## config.mk

```make
export PLATFORM = sky130hd
export DESIGN_NAME = segi_cell
export DESIGN_NICKNAME = d
export VERILOG_FILES = /design/src/rtl/core/segi_pkg.sv /design/src/rtl/core/segi_cell.sv
export SDC_FILE = /design/constraint.sdc
export NUM_CORES = 1
export LEC_CHECK = 0
export ABC_AREA = 1
export BUFFER_PORTS_ARGS = -buffer_cell sky130_fd_sc_hd__buf_2
export CORE_AREA = 5 5 474 476
export DETAILED_ROUTE_END_ITERATION = 7
export DIE_AREA = 0 0 479 481
export SYNTH_ARGS = -nofsm -noshare
export SYNTH_HDL_FRONTEND = slang
export SYNTH_SLANG_ARGS = --single-unit
```

## constraint.sdc

```tcl
create_clock -name clk -period 3.1 [get_ports clk]
set_clock_uncertainty 0.15 [all_clocks]
set_input_delay 0.62 -clock clk [delete_from_list [all_inputs] [get_ports clk]]
set_output_delay 0.62 -clock clk [all_outputs]
set_load 0.02 [all_outputs]
```

## src/rtl/core/segi_pkg.sv

```systemverilog
// ----------------------------------------------------------------------------
// Segment intersection package
// Shared widths, status codes and the bundle that travels through the
// divider cell chain.
// ----------------------------------------------------------------------------
package segi_pkg;

  localparam int unsigned CoordW  = 16;
  localparam int unsigned DiffW   = 17;
  localparam int unsigned CrossW  = 35;
  localparam int unsigned MagW    = 34;
  localparam int unsigned AlphaW  = 24;
  localparam int unsigned FracW   = 16;
  localparam int unsigned QuotW   = 51;
  localparam int unsigned RemW    = 35;
  localparam int unsigned HitMagW = 51;

  localparam int unsigned CellCount = QuotW;

  typedef enum logic [1:0] {
    ST_HIT      = 2'd0,
    ST_PARALLEL = 2'd1,
    ST_OUTSIDE  = 2'd2
  } status_t;

  // One of the four divisions carried in a cell: dividend bits still to
  // be consumed, partial remainder, quotient built so far.
  typedef struct packed {
    logic [QuotW-1:0] dvd;
    logic [RemW-1:0]  rem;
    logic [QuotW-1:0] quo;
    logic             neg;
  } div_lane_t;

  typedef struct packed {
    logic                     vld;
    logic [MagW-1:0]          den;
    div_lane_t                la1;
    div_lane_t                la2;
    div_lane_t                lhx;
    div_lane_t                lhy;
    logic                     parallel;
    logic                     hit_ok;
    logic signed [CoordW-1:0] p1x;
    logic signed [CoordW-1:0] p1y;
  } cell_bus_t;

  function automatic logic signed [AlphaW-1:0] sat_alpha(input logic [QuotW-1:0] mag,
                                                         input logic neg);
    logic [QuotW:0] s;
    begin
      s = neg ? -{1'b0, mag} : {1'b0, mag};
      if (!neg && mag > QuotW'(23'h7fffff)) begin
        sat_alpha = 24'sh7fffff;
      end else if (neg && mag > QuotW'(24'h800000)) begin
        sat_alpha = -24'sh800000;
      end else begin
        sat_alpha = s[AlphaW-1:0];
      end
    end
  endfunction

endpackage

```

## src/rtl/core/segi_cell.sv

```systemverilog
// ----------------------------------------------------------------------------
// Segment intersection divider cell
// One restoring division step on each of four lanes, registered, passing
// the whole bundle to the next cell.
// ----------------------------------------------------------------------------
module segi_cell (
  input  logic                clk,
  input  logic                rst_n,
  input  segi_pkg::cell_bus_t bus_in,
  output segi_pkg::cell_bus_t bus_out
);

  segi_pkg::cell_bus_t bus_r, bus_nxt;

  function automatic segi_pkg::div_lane_t step(input segi_pkg::div_lane_t l,
                                               input logic [segi_pkg::MagW-1:0] d);
    segi_pkg::div_lane_t o;
    logic [segi_pkg::RemW-1:0] t;
    begin
      o   = l;
      t   = {l.rem[segi_pkg::RemW-2:0], l.dvd[segi_pkg::QuotW-1]};
      o.dvd = {l.dvd[segi_pkg::QuotW-2:0], 1'b0};
      if (t >= {1'b0, d}) begin
        o.rem = t - {1'b0, d};
        o.quo = {l.quo[segi_pkg::QuotW-2:0], 1'b1};
      end else begin
        o.rem = t;
        o.quo = {l.quo[segi_pkg::QuotW-2:0], 1'b0};
      end
      step = o;
    end
  endfunction

  always_comb begin
    bus_nxt     = bus_in;
    bus_nxt.vld = bus_in.vld & rst_n;
    bus_nxt.la1 = step(bus_in.la1, bus_in.den);
    bus_nxt.la2 = step(bus_in.la2, bus_in.den);
    bus_nxt.lhx = step(bus_in.lhx, bus_in.den);
    bus_nxt.lhy = step(bus_in.lhy, bus_in.den);
  end

  always_ff @(posedge clk) begin
    bus_r <= bus_nxt;
  end

  assign bus_out = bus_r;

endmodule
```

==> impl_metrics.json, run 1 <==
{
  "count_of_input_and_output_buffers": 1231,
  "antenna_violating_nets_post_route": 0,
  "final_design_area_no_fill_mm2": 0.0450,
  "synth-seq-area-share_pct": 50.5,
  "htree_levels": 3,
  "antenna_found_initial": 214,
  "hold_path.class": "primary input to flip-flop",
  "grt_met1_use_pct": 23.0,
  "synthSimpleGateAreaFrac_pct": 28.7,
  "design.core.area_mm2": 0.221,
  "largest_register_ff_count": 617,
  "dpl.cell_count": 7399,
  "post-route-util_pct": 20.4,
  "route.detailed.vias_per_inst": 3.55,
  "layout.cells.most_common": "nand2_1",
  "drt_first_pass_iters": 6,
  "critical_path.max_fanout": 21,
  "die_h_um": 481,
  "worstSetupStartpointType": "primary input",
  "yosys-top-cells-area": "dfxtp_1, nand2_1, ha_1",
  "power_leakage_nw": 22.9,
  "grt_usage_pct": 21.2,
  "layout-drive-gt1-share_pct": 29.6,
  "worst-endpoint-required_ns": 3.52,
  "drcViolationCount": 0,
  "timing.fmax_ghz": 0.334,
  "detailedPlacementHpwl_mm": 226,
  "floorplan.initialDensity_pct": 11.1,
  "max-cap-violations": 0,
  "final_hold_viol_count": 0,
  "cts_root_buf": "clkbuf_16",
  "first_global_vias": 28200,
  "period_share_pct": 96.6,
  "grt-ovfl-total": 0,
  "ir_drop_mv": 0.409,
  "most-common-layout-cells": "nand2_1, buf_2, dfxtp_1, dlygate4sd3_1, inv_1",
  "cp_data_arrival_time_ns": 3.42,
  "power_density_mw_per_mm2": 611,
  "run_status": "completed",
  "report.final.slew_viol_count": 0,
  "finalNonFillerCells": 8217,
  "dr_total_vias": 29100,
  "area_delta_synth_final_pct": 83.9,
  "cts_made_buffers": 88,
  "critPathKind": "primary input to flip-flop",
  "drt-wirelength-per-cell_um": 31.1,
  "final_nets": 5964,
  "holdCritStartpoint": "bus_in[96]",
  "netlist_area_mm2": 0.0245,
  "clkTransAtPathRegs_ns": 0.06,
  "main_combinational_cell_family_by_area_after_synthesis": "simple AND/OR/NAND/NOR gates",
  "critPathCaptureType": "flip-flop",
  "grt_max_degree": 35,
  "setup_viol_count_final": 0,
  "floorplan.die_area_mm2": 0.230,
  "synth_warnings": 0,
  "placed_area_mm2": 0.0355,
  "rsz_0062_raised_after_global_routing": "no",
  "syn-instance-count": 3171,
  "post_synth_fa_ha_maj_area_fraction_pct": 7.28,
  "post-route-worst-setup-slack_ns": 0.105,
  "ios": 1244,
  "fraction_of_the_mapped_netlist_area_in_compound_gates_pct": 3.43,
  "shortest_period_the_worst_path_allows_ns": 2.99,
  "grt_first_pass_wirelength_mm": 313,
  "grt_most_used_layer": "met2",
  "synth_xor_xnor_area_share_pct": 2.58,
  "synth.mux.area_fraction_pct": 0,
  "initialDrtViolationCount": 1998,
  "tritoncts_num_sinks": 617,
  "yosys_register_bits": 617,
  "cts-root-to-sink-buffers": 3,
  "cp_startpoint": "bus_in[602]",
  "pre_cts_ws_ns": -0.0511,
  "tritoncts": "built",
  "core.rowCount": 173,
  "yosysUniqueCellTypes": 31,
  "synth_largest_type_area_fraction_pct": 50.5,
  "post_synth.cell_area_avg_um2": 7.72,
  "grtUsageMet3_pct": 7.57,
  "drt_wl_total_mm": 255,
  "globalplace.congestion": 0.961,
  "total_power_w": 0.0275,
  "grt.met2_usage_pct": 38.1,
  "die_w_um": 479,
  "synth_area_leader_cell": "dfxtp_1"
}
## cells by family after synthesis
family,after synthesis
buffers and inverters,449
adder cells (fa/ha/maj),140
XOR/XNOR,72
AND/OR/NAND/NOR,1738
other,1
AO/OA/AOI/OAI,154
flip-flops,617
## final timing paths
check / to / slack (ns) / cells past startpoint
setup / recovery: bus_out[95] / 0.11 / 17
hold / removal: bus_out[97] / 0.08 / 3
## power by group
part	switching, W	internal [W]	total (W)
Sequential	0.000260	0.00864	0.00890
Combinational	0.00443	0.00229	0.00671
Clock	0.00461	0.00727	0.0119
## final cells by class
type                    instances  area [um2]
repair buffers               1966       13600
flip-flops and latches        617       12400
well taps                    2887        3610
inverters                     420        1590
clock buffers                 112        2460
multi-input cells            2108       10300
diodes                         55         138
clock inverters                52         890
fillers                     24800      176000
## synth_stat cells, drive strengths merged
library cell  instances
xnor2                 4
o21bai               12
nor3                 24
a21oi               106
xor2                 68
ha                  136
nand4                15
fa                    4
nand3b               39
o21ai                25
nor2                267
and3                  2
inv                 420
o21a                  4
a21o                  4
dfxtp               617
nand2              1241
nand3               150
a31oi                 3
buf                  29
conb                  1
## stage by stage
step | TNS, ns | hold slack [ns]
finish | 0 | 0.0761
floorplan | 0 | 0.498
detailed placement | -0.0720 | 0.574
global route | 0 | 0.0436
CTS | 0 | 0.00491
global placement | -0.287 | 0.572
## timing repair
| item | 4_1_cts | 5_1_grt |
|---|---|---|
| buffers inserted | 0 | 0 |
| resized for setup | 0 | 15 |
| hold buffers | 599 | 0 |
| endpoints found under the hold margin | 598 | 0 |
| setup endpoints to repair | 0 | 92 |
## worst max-delay path, stage by stage
cell           delay [ns]
dlygate4sd3_1        0.66
buf_2                0.16
inv_1                0.07
buf_4                0.17
ha_1                 0.35
nand2_1              0.13
nor2_1               0.23
nand2_1              0.13
nor2_1               0.14
nand2_1              0.08
nand2_1              0.08
nor2_1               0.07
nand2_4              0.11
inv_2                0.09
buf_12               0.17
nand2_1              0.07
nand2_1              0.09
## routing by layer
layer	vias up	routed length, um	share of wire, %
li1	13900	-	-
met1	13300	93900	37
met3	467	23200	9.1
met5	-	316	0.12
met4	48	11600	4.5
met2	1427	126000	49
No activity file was read; power rests on OpenSTA's default activity.
==> run 2: changes to the inputs <==
--- a/config.mk
+++ b/config.mk
@@ -6,10 +6,10 @@
 export NUM_CORES = 1
 export LEC_CHECK = 0
 export ABC_AREA = 1
-export BUFFER_PORTS_ARGS = -buffer_cell sky130_fd_sc_hd__buf_2
-export CORE_AREA = 5 5 474 476
+export CORE_AREA = 5 5 482 484
 export DETAILED_ROUTE_END_ITERATION = 7
-export DIE_AREA = 0 0 479 481
+export DIE_AREA = 0 0 487 489
+export DONT_BUFFER_PORTS = 1
 export SYNTH_ARGS = -nofsm -noshare
 export SYNTH_HDL_FRONTEND = slang
 export SYNTH_SLANG_ARGS = --single-unit
==> impl_metrics.json, run 2 (same netlist as run 1, synthesis figures left out) <==
{
  "run_status": "completed",
  "cp_startpoint": "bus_in[309]",
  "count_of_input_and_output_buffers": 0,
  "cp_data_arrival_time_ns": 3.28,
  "drcViolationCount": 0,
  "ir_drop_mv": 0.403,
  "antenna_violating_nets_post_route": 0,
  "floorplan.initialDensity_pct": 10.8,
  "rsz_0062_raised_after_global_routing": "no",
  "layout.filler_cells": 25600,
  "design.core.area_mm2": 0.227,
  "detailedPlacementHpwl_mm": 226,
  "drt-wirelength-per-cell_um": 35.5,
  "antenna_found_initial": 236,
  "crit_path_frequent_cell": "nand2_1",
  "clkTransAtPathRegs_ns": 0.06,
  "floorplan.die_area_mm2": 0.238,
  "post-route-worst-setup-slack_ns": 0.245,
  "most-common-layout-cells": "nand2_1, dfxtp_1, dlygate4sd3_1, inv_1, buf_4",
  "timing.fmax_ghz": 0.350,
  "worstSetupStartpointType": "primary input",
  "worst_path_max_delay_cell": "dlygate4sd3_1",
  "ios": 1244,
  "shortest_period_the_worst_path_allows_ns": 2.86,
  "first_global_vias": 24100,
  "critPathKind": "primary input to flip-flop",
  "setup_viol_count_final": 0,
  "multiInputGateArea_mm2": 0.0103,
  "grt-ovfl-total": 0,
  "final_nets": 4986,
  "grt_max_degree": 26,
  "crit_path_cell_chain": "dlygate4sd3_1 > inv_1 > ha_1 > inv_1 > fa_1 > nand2_1 > nor2_1 > nor2_1 > o21ai_0 > nand2_1 > nand2_1 > nand2_1 > nand3_1 > nand2_1",
  "drt_wl_total_mm": 263,
  "hold-worst-slack_ns": 0.0669,
  "initialDrtViolationCount": 1850,
  "cts_root_buf": "clkbuf_16",
  "final_hold_viol_count": 0,
  "max_slew.worst_pin.slew_ns": 0.893,
  "period_share_pct": 92.1,
  "cts-root-to-sink-buffers": 3,
  "grt_first_pass_wirelength_mm": 312,
  "area_delta_synth_final_pct": 67.0,
  "grt_usage_pct": 21.1,
  "dr_total_vias": 25900,
  "power_density_mw_per_mm2": 641,
  "cts_made_buffers": 86,
  "critical_path.max_fanout": 3,
  "setup_tns_ns": 0,
  "power_leakage_nw": 19.1,
  "pre_cts_ws_ns": -0.262,
  "globalplace.congestion": 0.932,
  "report.final.slew_viol_count": 0,
  "largest_register_ff_count": 617,
  "core.rowCount": 175,
  "route.detailed.vias_per_inst": 3.49,
  "tritoncts_num_sinks": 617,
  "timing.critical_path.slowest_cell_delay_ns": 0.58,
  "timing.slew.headroom_pct": 40.4,
  "worst_setup_ep": "bus_out[246]",
  "worst-endpoint-required_ns": 3.53,
  "die_w_um": 487,
  "drt_first_pass_iters": 5,
  "tritoncts": "built",
  "layout-drive-gt1-share_pct": 12.9,
  "critPathCaptureType": "flip-flop",
  "hold_path.class": "primary input to flip-flop",
  "layout.cells.most_common": "nand2_1",
  "htree_levels": 3,
  "die_h_um": 489,
  "max-cap-violations": 0,
  "layout.area.seq_mm2": 0.0124
}
[run 2: cell types whose count changed in the layout (fill, tap and decap cells not counted), sizes merged, moves of 3 or more]
cell / previous run / this run
buf: 1367 / 376
bufinv: 19 / 11
clkbuf: 112 / 115
clkinv: 18 / 24
clkinvlp: 9 / 4
diode: 55 / 111
dlygate4sd3: 598 / 614
[run 2: what timing repair did]
action                                 4_1_cts  5_1_grt
endpoints found under the hold margin      612        0
buffers inserted                             0        0
resized for setup                            0        0
hold buffers                               614        0
[run 2: final cells by class]
type                            instances  share of cell area, %
Sequential cell                       617                   30.2
Multi-Input combinational cell       2108                   25.2
Timing Repair Buffer                  990                   23.1
Tap cell                             3009                   9.21
Clock buffer                          115                   5.92
Inverter                              420                   3.87
Clock inverter                         45                   1.75
Antenna cell                          111                  0.680
[run 2: worst min path at each step]
stage                            from      endpoint  slack (ns)  cells after the start
after floorplan             bus_in[0]    bus_out[0]        0.50                      0
after global placement    bus_in[271]  bus_out[272]        0.50                      0
after detailed placement  bus_in[215]  bus_out[216]        0.50                      0
after CTS                 bus_in[585]  bus_out[500]        0.01                      2
after global routing      bus_in[585]  bus_out[500]        0.04                      2
final                     bus_in[585]  bus_out[500]        0.07                      2
[run 2: routing by layer]
metal  wire, um  GRT usage, %
met5        196             0
met4      12500          7.71
met3      25500          8.37
met2     135000          39.4
met1      90000          21.1
[run 2: worst max-delay path, delay by kind of cell]
kind / cells / cell delay [ns]
buf+inv: 3 / 0.83
fa+ha+maj: 2 / 0.51
simple gates: 8 / 0.77
compound gates: 1 / 0.53
[run 2: through the flow]
step                total power [W]  instances  utilization [%]  cell area, um2
floorplan                    0.0118       3174                -           24500
global placement             0.0144       6530             13.8           31300
detailed placement           0.0144       6530             13.8           31300
CTS                          0.0267       7304             17.9           40600
global route                 0.0273       7377             18.0           40800
finish                       0.0262       7415             18.0           40900
[run 2: power by group]
part           internal (W)  total [W]  switching (W)
clock network       0.00651     0.0111        0.00462
logic               0.00191    0.00438        0.00247
registers           0.00865     0.0107        0.00205
total                0.0171     0.0262        0.00913
